### config.mk
export PLATFORM = sky130hd
export DESIGN_NAME = closed_polygon_perimeter
export DESIGN_NICKNAME = d
export VERILOG_FILES = /design/src/rtl/cpp_pkg.sv /design/src/rtl/closed_polygon_perimeter.sv /design/src/rtl/cpp_isqrt.sv
export SDC_FILE = /design/constraint.sdc
export NUM_CORES = 2
export LEC_CHECK = 0
export BUFFER_PORTS_ARGS = -buffer_cell sky130_fd_sc_hd__clkbuf_2
export CELL_PAD_IN_SITES_DETAIL_PLACEMENT = 1
export CELL_PAD_IN_SITES_GLOBAL_PLACEMENT = 1
export CORE_MARGIN = 2
export CORE_UTILIZATION = 42
export CTS_CLUSTER_DIAMETER = 80
export DETAILED_ROUTE_END_ITERATION = 10
export HOLD_SLACK_MARGIN = 0.08
export PLACE_DENSITY = 0.69
export SYNTH_ARGS = -nofsm -noshare
export SYNTH_HDL_FRONTEND = slang
export SYNTH_HIERARCHICAL = 1
export SYNTH_SLANG_ARGS = --single-unit
### constraint.sdc
create_clock -name clk -period 18.6 [get_ports clk]
set_input_delay 1.86 -clock clk [delete_from_list [all_inputs] [get_ports clk]]
set_output_delay 1.86 -clock clk [all_outputs]
set_load 0.05 [all_outputs]
### src/rtl/cpp_pkg.sv
// shared constants and types for the closed polygon perimeter block
// no dependencies; used by cpp_isqrt and closed_polygon_perimeter
package cpp_pkg;

	localparam int COORD_W      = 15;
	localparam int SCALE_W      = 8;
	localparam int FRAC_BITS    = 16;
	localparam int SQ_W         = 32;
	localparam int ROOT_W       = SQ_W / 2 + FRAC_BITS;
	localparam int REM_W        = ROOT_W + 4;
	localparam int STEP_W       = $clog2(ROOT_W);
	localparam int SUM_W        = 42;
	localparam int OUT_W        = 34;
	localparam int PROD_W       = SUM_W + SCALE_W;
	localparam int MAX_VERTICES = 1024;
	localparam int CNT_W        = $clog2(MAX_VERTICES + 1);
	localparam int IN_TDATA_W   = 32;
	localparam int OUT_TDATA_W  = 40;

	localparam logic [SCALE_W-1:0] SCALE_RESET = SCALE_W'(5);

	// status of the square root unit
	typedef struct packed {
		logic busy;
		logic done;
	} sqrt_stat_t;

endpackage

### src/rtl/closed_polygon_perimeter.sv
// top level of the closed polygon perimeter block: sequencer, squaring,
// accumulation and final scaling; depends on cpp_pkg and cpp_isqrt
//
// Vertices arrive one per request as x (tdata bits 14:0) and y (bits 29:15),
// with tlast marking the final vertex; a run is also closed by force on its
// 1024th vertex. Each edge is squared with one shared 15x15 multiplier, x
// and y in turn, and then goes through a bit-serial root unit that yields one
// of its 32 result bits (16 integer, 16 fraction) per cycle; an edge passes
// accept, squaring of x and of y, root start, the root steps, done and
// accumulate. The first vertex of a polygon is only stored. The final vertex
// of a longer polygon adds its closing edge in a second pass, then the sum is
// scaled and the result register is loaded once the output is free. The input
// is not ready while an item is being worked on. The result carries
// ceil(cost_scale * perimeter) in tdata and the saturation flag in tuser;
// cost_scale resets to 5 and may be written only while the block is idle.
module closed_polygon_perimeter (
	input  logic                            clk,
	input  logic                            arst_n,
	// configuration
	input  logic                            cost_scale_we,
	input  logic [cpp_pkg::SCALE_W-1:0]     cost_scale_wdata,
	// vertex stream
	input  logic                            s_tvalid,
	output logic                            s_tready,
	input  logic [cpp_pkg::IN_TDATA_W-1:0]  s_tdata,  // x_coord, y_coord
	input  logic                            s_tlast,  // last_vertex
	// result stream
	output logic                            m_tvalid,
	input  logic                            m_tready,
	output logic [cpp_pkg::OUT_TDATA_W-1:0] m_tdata,  // scaled_perimeter
	output logic                            m_tuser   // saturated
);

	typedef enum logic [2:0] {
		S_IDLE,
		S_SQX,
		S_SQY,
		S_START,
		S_ROOT,
		S_ACC,
		S_MUL,
		S_FIN
	} state_t;

	state_t state_q;

	logic [cpp_pkg::SCALE_W-1:0] cost_scale_q;
	logic [cpp_pkg::COORD_W-1:0] first_x_q, first_y_q, prev_x_q, prev_y_q;
	logic                        have_first_q;
	logic [cpp_pkg::SUM_W-1:0]   sum_q;
	logic                        sat_q;
	logic [cpp_pkg::CNT_W-1:0]   cnt_q;
	logic                        closing_q;
	logic                        fin_q;
	logic [cpp_pkg::COORD_W-1:0] dx_q, dy_q;
	logic [cpp_pkg::SQ_W-1:0]    sq_q;
	logic [cpp_pkg::PROD_W-1:0]  prod_q;
	logic                        out_valid_q;
	logic [cpp_pkg::OUT_W-1:0]   out_data_q;
	logic                        out_sat_q;

	logic [cpp_pkg::COORD_W-1:0] in_x, in_y;
	logic [cpp_pkg::COORD_W-1:0] ax, ay, bx, by;
	logic [cpp_pkg::COORD_W-1:0] dx, dy;
	logic [cpp_pkg::COORD_W-1:0] mul_op;
	logic [2*cpp_pkg::COORD_W-1:0] mul_res;
	logic [cpp_pkg::CNT_W-1:0]   cnt_n;
	logic                        last_eff;
	logic [cpp_pkg::SUM_W:0]     acc_t;
	logic [cpp_pkg::OUT_W:0]     q_round;
	logic                        out_free;
	logic                        sqrt_start;
	logic [cpp_pkg::ROOT_W-1:0]  root;
	cpp_pkg::sqrt_stat_t         sqrt_stat;

	assign in_x = s_tdata[cpp_pkg::COORD_W-1:0];
	assign in_y = s_tdata[2*cpp_pkg::COORD_W-1:cpp_pkg::COORD_W];

	// shared absolute difference: incoming edge while idle, closing edge otherwise
	always_comb begin
		if (state_q == S_IDLE) begin
			ax = prev_x_q;
			ay = prev_y_q;
			bx = in_x;
			by = in_y;
		end else begin
			ax = prev_x_q;
			ay = prev_y_q;
			bx = first_x_q;
			by = first_y_q;
		end
		dx = (ax > bx) ? ax - bx : bx - ax;
		dy = (ay > by) ? ay - by : by - ay;
	end

	// shared squaring multiplier
	assign mul_op  = (state_q == S_SQX) ? dx_q : dy_q;
	assign mul_res = mul_op * mul_op;

	// vertex count and forced close
	assign cnt_n    = cnt_q + 1'b1;
	assign last_eff = s_tlast || (cnt_n >= cpp_pkg::CNT_W'(cpp_pkg::MAX_VERTICES));

	// saturating accumulate of one edge length
	assign acc_t = {1'b0, sum_q} + (cpp_pkg::SUM_W + 1)'(root);

	// round the scaled sum up to an integer
	assign q_round = {1'b0, prod_q[cpp_pkg::PROD_W-1:cpp_pkg::FRAC_BITS]}
	                 + (cpp_pkg::OUT_W + 1)'(|prod_q[cpp_pkg::FRAC_BITS-1:0]);

	assign out_free   = !out_valid_q || m_tready;
	assign sqrt_start = (state_q == S_START);
	assign s_tready   = (state_q == S_IDLE);

	cpp_isqrt u_isqrt (
		.clk      (clk),
		.arst_n   (arst_n),
		.start    (sqrt_start),
		.radicand (sq_q),
		.root     (root),
		.stat     (sqrt_stat)
	);

	// configuration register
	always_ff @(posedge clk or negedge arst_n) begin
		if (!arst_n) begin
			cost_scale_q <= cpp_pkg::SCALE_RESET;
		end else if (cost_scale_we) begin
			cost_scale_q <= cost_scale_wdata;
		end
	end

	// sequencer, polygon state and result register
	always_ff @(posedge clk or negedge arst_n) begin
		if (!arst_n) begin
			state_q      <= S_IDLE;
			first_x_q    <= '0;
			first_y_q    <= '0;
			prev_x_q     <= '0;
			prev_y_q     <= '0;
			have_first_q <= 1'b0;
			sum_q        <= '0;
			sat_q        <= 1'b0;
			cnt_q        <= '0;
			closing_q    <= 1'b0;
			fin_q        <= 1'b0;
			dx_q         <= '0;
			dy_q         <= '0;
			sq_q         <= '0;
			prod_q       <= '0;
			out_valid_q  <= 1'b0;
			out_data_q   <= '0;
			out_sat_q    <= 1'b0;
		end else begin
			// drop a taken result unless a new one is loaded now
			if (out_valid_q && m_tready && state_q != S_FIN) begin
				out_valid_q <= 1'b0;
			end
			case (state_q)
				S_IDLE: begin
					if (s_tvalid) begin
						cnt_q    <= cnt_n;
						prev_x_q <= in_x;
						prev_y_q <= in_y;
						if (!have_first_q) begin
							first_x_q    <= in_x;
							first_y_q    <= in_y;
							have_first_q <= 1'b1;
							if (last_eff) begin
								state_q <= S_MUL;
							end
						end else begin
							dx_q      <= dx;
							dy_q      <= dy;
							closing_q <= last_eff;
							fin_q     <= last_eff;
							state_q   <= S_SQX;
						end
					end
				end
				S_SQX: begin
					sq_q    <= cpp_pkg::SQ_W'(mul_res);
					state_q <= S_SQY;
				end
				S_SQY: begin
					sq_q    <= sq_q + cpp_pkg::SQ_W'(mul_res);
					state_q <= S_START;
				end
				S_START: begin
					state_q <= S_ROOT;
				end
				S_ROOT: begin
					if (sqrt_stat.done) begin
						state_q <= S_ACC;
					end
				end
				S_ACC: begin
					if (acc_t[cpp_pkg::SUM_W]) begin
						sum_q <= '1;
						sat_q <= 1'b1;
					end else begin
						sum_q <= acc_t[cpp_pkg::SUM_W-1:0];
					end
					if (closing_q) begin
						closing_q <= 1'b0;
						dx_q      <= dx;
						dy_q      <= dy;
						state_q   <= S_SQX;
					end else if (fin_q) begin
						state_q <= S_MUL;
					end else begin
						state_q <= S_IDLE;
					end
				end
				S_MUL: begin
					prod_q  <= cost_scale_q * sum_q;
					state_q <= S_FIN;
				end
				S_FIN: begin
					if (out_free) begin
						out_valid_q <= 1'b1;
						if (q_round[cpp_pkg::OUT_W]) begin
							out_data_q <= '1;
							out_sat_q  <= 1'b1;
						end else begin
							out_data_q <= q_round[cpp_pkg::OUT_W-1:0];
							out_sat_q  <= sat_q;
						end
						first_x_q    <= '0;
						first_y_q    <= '0;
						prev_x_q     <= '0;
						prev_y_q     <= '0;
						have_first_q <= 1'b0;
						sum_q        <= '0;
						sat_q        <= 1'b0;
						cnt_q        <= '0;
						fin_q        <= 1'b0;
						state_q      <= S_IDLE;
					end
				end
				default: begin
					state_q <= S_IDLE;
				end
			endcase
		end
	end

	assign m_tvalid = out_valid_q;
	assign m_tdata  = cpp_pkg::OUT_TDATA_W'(out_data_q);
	assign m_tuser  = out_sat_q;

	// an empty polygon holds no partial sum
	a_empty_sum: assert property (@(posedge clk) disable iff (!arst_n)
		!have_first_q |-> (sum_q == '0 && !sat_q))
		else $error("partial sum left over without a first vertex");

	// the root unit is never busy while the input can take a request
	a_idle_root: assert property (@(posedge clk) disable iff (!arst_n)
		s_tready |-> !sqrt_stat.busy)
		else $error("root unit busy while the input is ready");

	// a root only completes while the sequencer waits for it
	a_root_done: assert property (@(posedge clk) disable iff (!arst_n)
		sqrt_stat.done |-> (state_q == S_ROOT))
		else $error("root finished outside the wait state");

	// a new result only comes from the final state
	a_result_src: assert property (@(posedge clk) disable iff (!arst_n)
		$rose(m_tvalid) |-> $past(state_q == S_FIN))
		else $error("result appeared without passing the final state");

endmodule

### src/rtl/cpp_isqrt.sv
// bit-serial integer square root with fraction bits, one result bit per cycle
// depends on cpp_pkg
module cpp_isqrt (
	input  logic                       clk,
	input  logic                       arst_n,
	input  logic                       start,
	input  logic [cpp_pkg::SQ_W-1:0]   radicand,
	output logic [cpp_pkg::ROOT_W-1:0] root,
	output cpp_pkg::sqrt_stat_t        stat
);

	logic [cpp_pkg::SQ_W-1:0]   s_q;
	logic [cpp_pkg::REM_W-1:0]  rem_q;
	logic [cpp_pkg::ROOT_W-1:0] root_q;
	logic [cpp_pkg::STEP_W-1:0] step_q;
	logic                       busy_q;
	logic                       done_q;

	logic [cpp_pkg::REM_W-1:0]  rem_shift;
	logic [cpp_pkg::REM_W-1:0]  trial;
	logic                       fits;

	// one trial subtraction per cycle, radicand pairs fed from the top
	always_comb begin
		rem_shift = {rem_q[cpp_pkg::REM_W-3:0], s_q[cpp_pkg::SQ_W-1 -: 2]};
		trial     = cpp_pkg::REM_W'({root_q, 2'b01});
		fits      = (rem_shift >= trial);
	end

	// iteration control and datapath registers
	always_ff @(posedge clk or negedge arst_n) begin
		if (!arst_n) begin
			busy_q <= 1'b0;
			done_q <= 1'b0;
			step_q <= '0;
		end else begin
			done_q <= 1'b0;
			if (start) begin
				busy_q <= 1'b1;
				step_q <= '0;
			end else if (busy_q) begin
				step_q <= step_q + 1'b1;
				if (step_q == cpp_pkg::STEP_W'(cpp_pkg::ROOT_W - 1)) begin
					busy_q <= 1'b0;
					done_q <= 1'b1;
				end
			end
		end
	end

	always_ff @(posedge clk) begin
		if (start) begin
			s_q    <= radicand;
			rem_q  <= '0;
			root_q <= '0;
		end else if (busy_q) begin
			s_q <= {s_q[cpp_pkg::SQ_W-3:0], 2'b00};
			if (fits) begin
				rem_q  <= rem_shift - trial;
				root_q <= {root_q[cpp_pkg::ROOT_W-2:0], 1'b1};
			end else begin
				rem_q  <= rem_shift;
				root_q <= {root_q[cpp_pkg::ROOT_W-2:0], 1'b0};
			end
		end
	end

	assign root      = root_q;
	assign stat.busy = busy_q;
	assign stat.done = done_q;

endmodule

==> load_flow_metrics.sql <==
INSERT INTO impl_metrics (metric_group, metric, value, unit) VALUES
('sta', 'post-route-min-period', '10.72', 'ns'),
('hold_path', 'timing.hold.worst_path_depth', '2', ''),
('hold_path', 'worstHoldPathType', 'flip-flop to flip-flop', ''),
('clock_tree', 'cts_post_setup_buffers_inserted', '0', ''),
('grt', 'first_global_vias', '34291', ''),
('floorplanning', 'die_area', '99100', 'um2'),
('critical_path', 'setup.worst_path.end_class', 'flip-flop', ''),
('drt', 'routed_wire_length_per_instance', '18.3', 'um'),
('finish', 'insertedDiodeCount', '0', ''),
('drt', 'first_iter_violations', '1685', ''),
('critical_path', 'biggest_cell_delay_along_the_critical_path', '0.57', 'ns'),
('flow_run', 'max-cap-violations', '0', ''),
('clock_tree', 'clock_tree.root_cell', 'sky130_fd_sc_hd__clkbuf_16', ''),
('critical_path', 'ff2ff_path_depth', '37', ''),
('synthesis', 'syn-instance-count', '4647', ''),
('finish', 'area_growth', '7.30', '%'),
('critical_path', 'crit_slowest_cell', 'sky130_fd_sc_hd__dfrtp_1', ''),
('sta', 'worst_pin_slew', '1.16', 'ns'),
('clock_tree', 'clock_sinks', '381', ''),
('clock_tree', 'cts_hold_repair.buffers', '0', ''),
('sta', 'worst_slew_margin_rel', '22.9', '%'),
('critical_path', 'worstPathMaxFanout', '36', ''),
('drt', 'routed_wl', '107000', 'um'),
('drt', 'firstDrtPassIters', '5', ''),
('grt', 'globalRoute.totalOverflow', '0', ''),
('clock_tree', 'buffer_depth_of_the_longest_clock_path', '3', ''),
('sta', 'max_freq', '93.3', 'MHz'),
('finish', 'fin_util', '45.2', '%'),
('sta', 'pins_over_slew_limit', '0', ''),
('critical_path', 'critPathRequiredTime', '19.10', 'ns'),
('clock_tree', 'clk_transition_reported_paths', '0.05', 'ns'),
('clock_tree', 'ctsHtreeMaxLevel', '2', ''),
('floorplanning', 'ios', '89', ''),
('clock_tree', 'worstSkewPairLatency', '0.65', 'ns'),
('clock_tree', 'tritoncts', 'built', ''),
('drt', 'post_drt_via_cell_ratio', '5.48', ''),
('clock_tree', 'post_cts_resized', '0', ''),
('place', 'place_worst_setup_slack', '7.88', 'ns'),
('critical_path', 'cp-start-kind', 'flip-flop', ''),
('synthesis', 'average_cell_area_after_synthesis', '8.73', 'um2'),
('floorplanning', 'chipHeight', '315', 'um'),
('sta', 'setup_ws', '7.88', 'ns'),
('sta', 'finClkSkew', '0.0287', 'ns'),
('sta', 'period_utilization', '57.6', '%'),
('synthesis', 'post_synth_instance_area', '40600', 'um2'),
('drt', 'route.detailed.drc', '0', ''),
('place', 'io_buffers', '80', ''),
('floorplanning', 'fp.dieW', '315', 'um'),
('finish', 'filler_cell_count', '11348', ''),
('sta', 'setup_violations', '0', ''),
('grt', 'number_of_antenna_violations_at_the_first_check_in_global_routing', '1', ''),
('finish', 'nNetsFinal', '5313', ''),
('place', 'dp.final_hpwl', '82300', 'um'),
('drt', 'route.vias.total', '32252', ''),
('finish', 'multiInputGateArea', '28100', 'um2'),
('critical_path', 'worstSetupPathType', 'flip-flop to flip-flop', ''),
('grt', 'grt_first_pass_wirelength', '180000', 'um'),
('sta', 'grt_setup_unrepaired', 'no', ''),
('run_status', 'status', 'finished, final reports clean', ''),
('drt', 'ant_nets', '0', ''),
('finish', 'area.sequential', '9380', 'um2'),
('grt', 'grt_util_all_layers', '22.1', '%'),
('place', 'place.detailed.instances', '5792', ''),
('finish', 'final_layout_size_suffix_gt1_share', '7.75', '%'),
('floorplanning', 'initial_core_util', '42.1', '%'),
('grt', 'largest_net_degree_at_the_start_of_global_routing', '143', ''),
('sta', 'fin_tns_setup', '0', 'ns'),
('clock_tree', 'cts_inserted_buffers', '49', ''),
('floorplanning', 'placement_rows', '114', ''),
('critical_path', 'critical_path_arrival', '11.23', 'ns'),
('sta', 'timing.final.hold_violations', '0', ''),
('place', 'routabilityCongestion', '0.846', ''),
('floorplanning', 'core', '96300', 'um2'),
('synthesis', 'synthesis_warning_total', '6', ''),
('finish', 'instances_no_fill', '5882', '');
[final timing paths]
path	end	slack (ns)	start
max	sq_q[30]$_DFFE_PN0P_	7.88	state_q[1]$_DFFE_PN0P_
min	first_y_q[13]$_DFFE_PN0P_	0.46	first_y_q[13]$_DFFE_PN0P_
max reg2reg	sq_q[30]$_DFFE_PN0P_	7.88	state_q[1]$_DFFE_PN0P_
min reg2reg	first_y_q[13]$_DFFE_PN0P_	0.46	first_y_q[13]$_DFFE_PN0P_
max in group asynchronous	ay[0]$_DFFE_PN0P_	15.40	arst_n
min in group asynchronous	out_data_q[33]$_DFFE_PN0P_	1.21	arst_n
[through the flow]
stage | area (um2) | hold slack (ns)
floorplan | 40600 | 0.435
global route | 43500 | 0.484
finish | 43500 | 0.463
CTS | 43500 | 0.468
global placement | 41900 | 0.446
detailed placement | 41900 | 0.455
[cell usage in the layout (no fill, tap or decap), drive strengths merged, types with 47 or more instances in the layout]
cell    instances
a21o          120
a21oi         260
a31oi          47
and2          157
clkbuf        147
dfrtp         281
dfxtp          66
fa            383
ha            317
inv           567
mux2           61
mux2i          89
nand2         620
nand3         127
nand4          49
nor2          303
nor3           49
o21ai         209
xnor2         113
xor2           88
[layout make-up]
class	count	area share, %
Sequential cell	381	21.5
Multi-Input combinational cell	3452	64.5
Timing Repair Buffer	120	1.66
Clock inverter	22	0.580
Clock buffer	68	3.19
Tap cell	1276	3.67
Inverter	563	4.85
[worst max-delay path, delay by kind of cell (launching register included)]
| kind | cells | cell delay [ns] |
|---|---|---|
| AOI/OAI and AO/OA | 12 | 2.76 |
| xor gates and xnor gates | 1 | 0.21 |
| adders and majority gates | 8 | 3.73 |
| buffers and inverters | 7 | 1.13 |
| DFF | 1 | 0.57 |
| muxes | 2 | 0.90 |
| and+or+nand+nor | 7 | 1.27 |
[sequential cells by signal (all words and copies together), names as in the netlist, 32 cells and up]
name           cells
u_isqrt/s_q       32
sq_q              32
out_data_q        34
sum_q             42
u_isqrt/root      32
u_isqrt/rem_q     34
prod_q            50
[metal layers]
metal	part of all wire [%]	vias to the layer above	wire [um]	track usage (%)
li1	-	15325	-	-
met1	49	16436	52300	32.0
met2	46	389	49800	35.7
met3	3.4	102	3650	2.53
met4	1.6	0	1710	4.24
met5	0	-	0	0
Power is left out: the tool's default activity adds up to more than one toggle a clock period on the data nets, which glitch-free logic cannot reach.
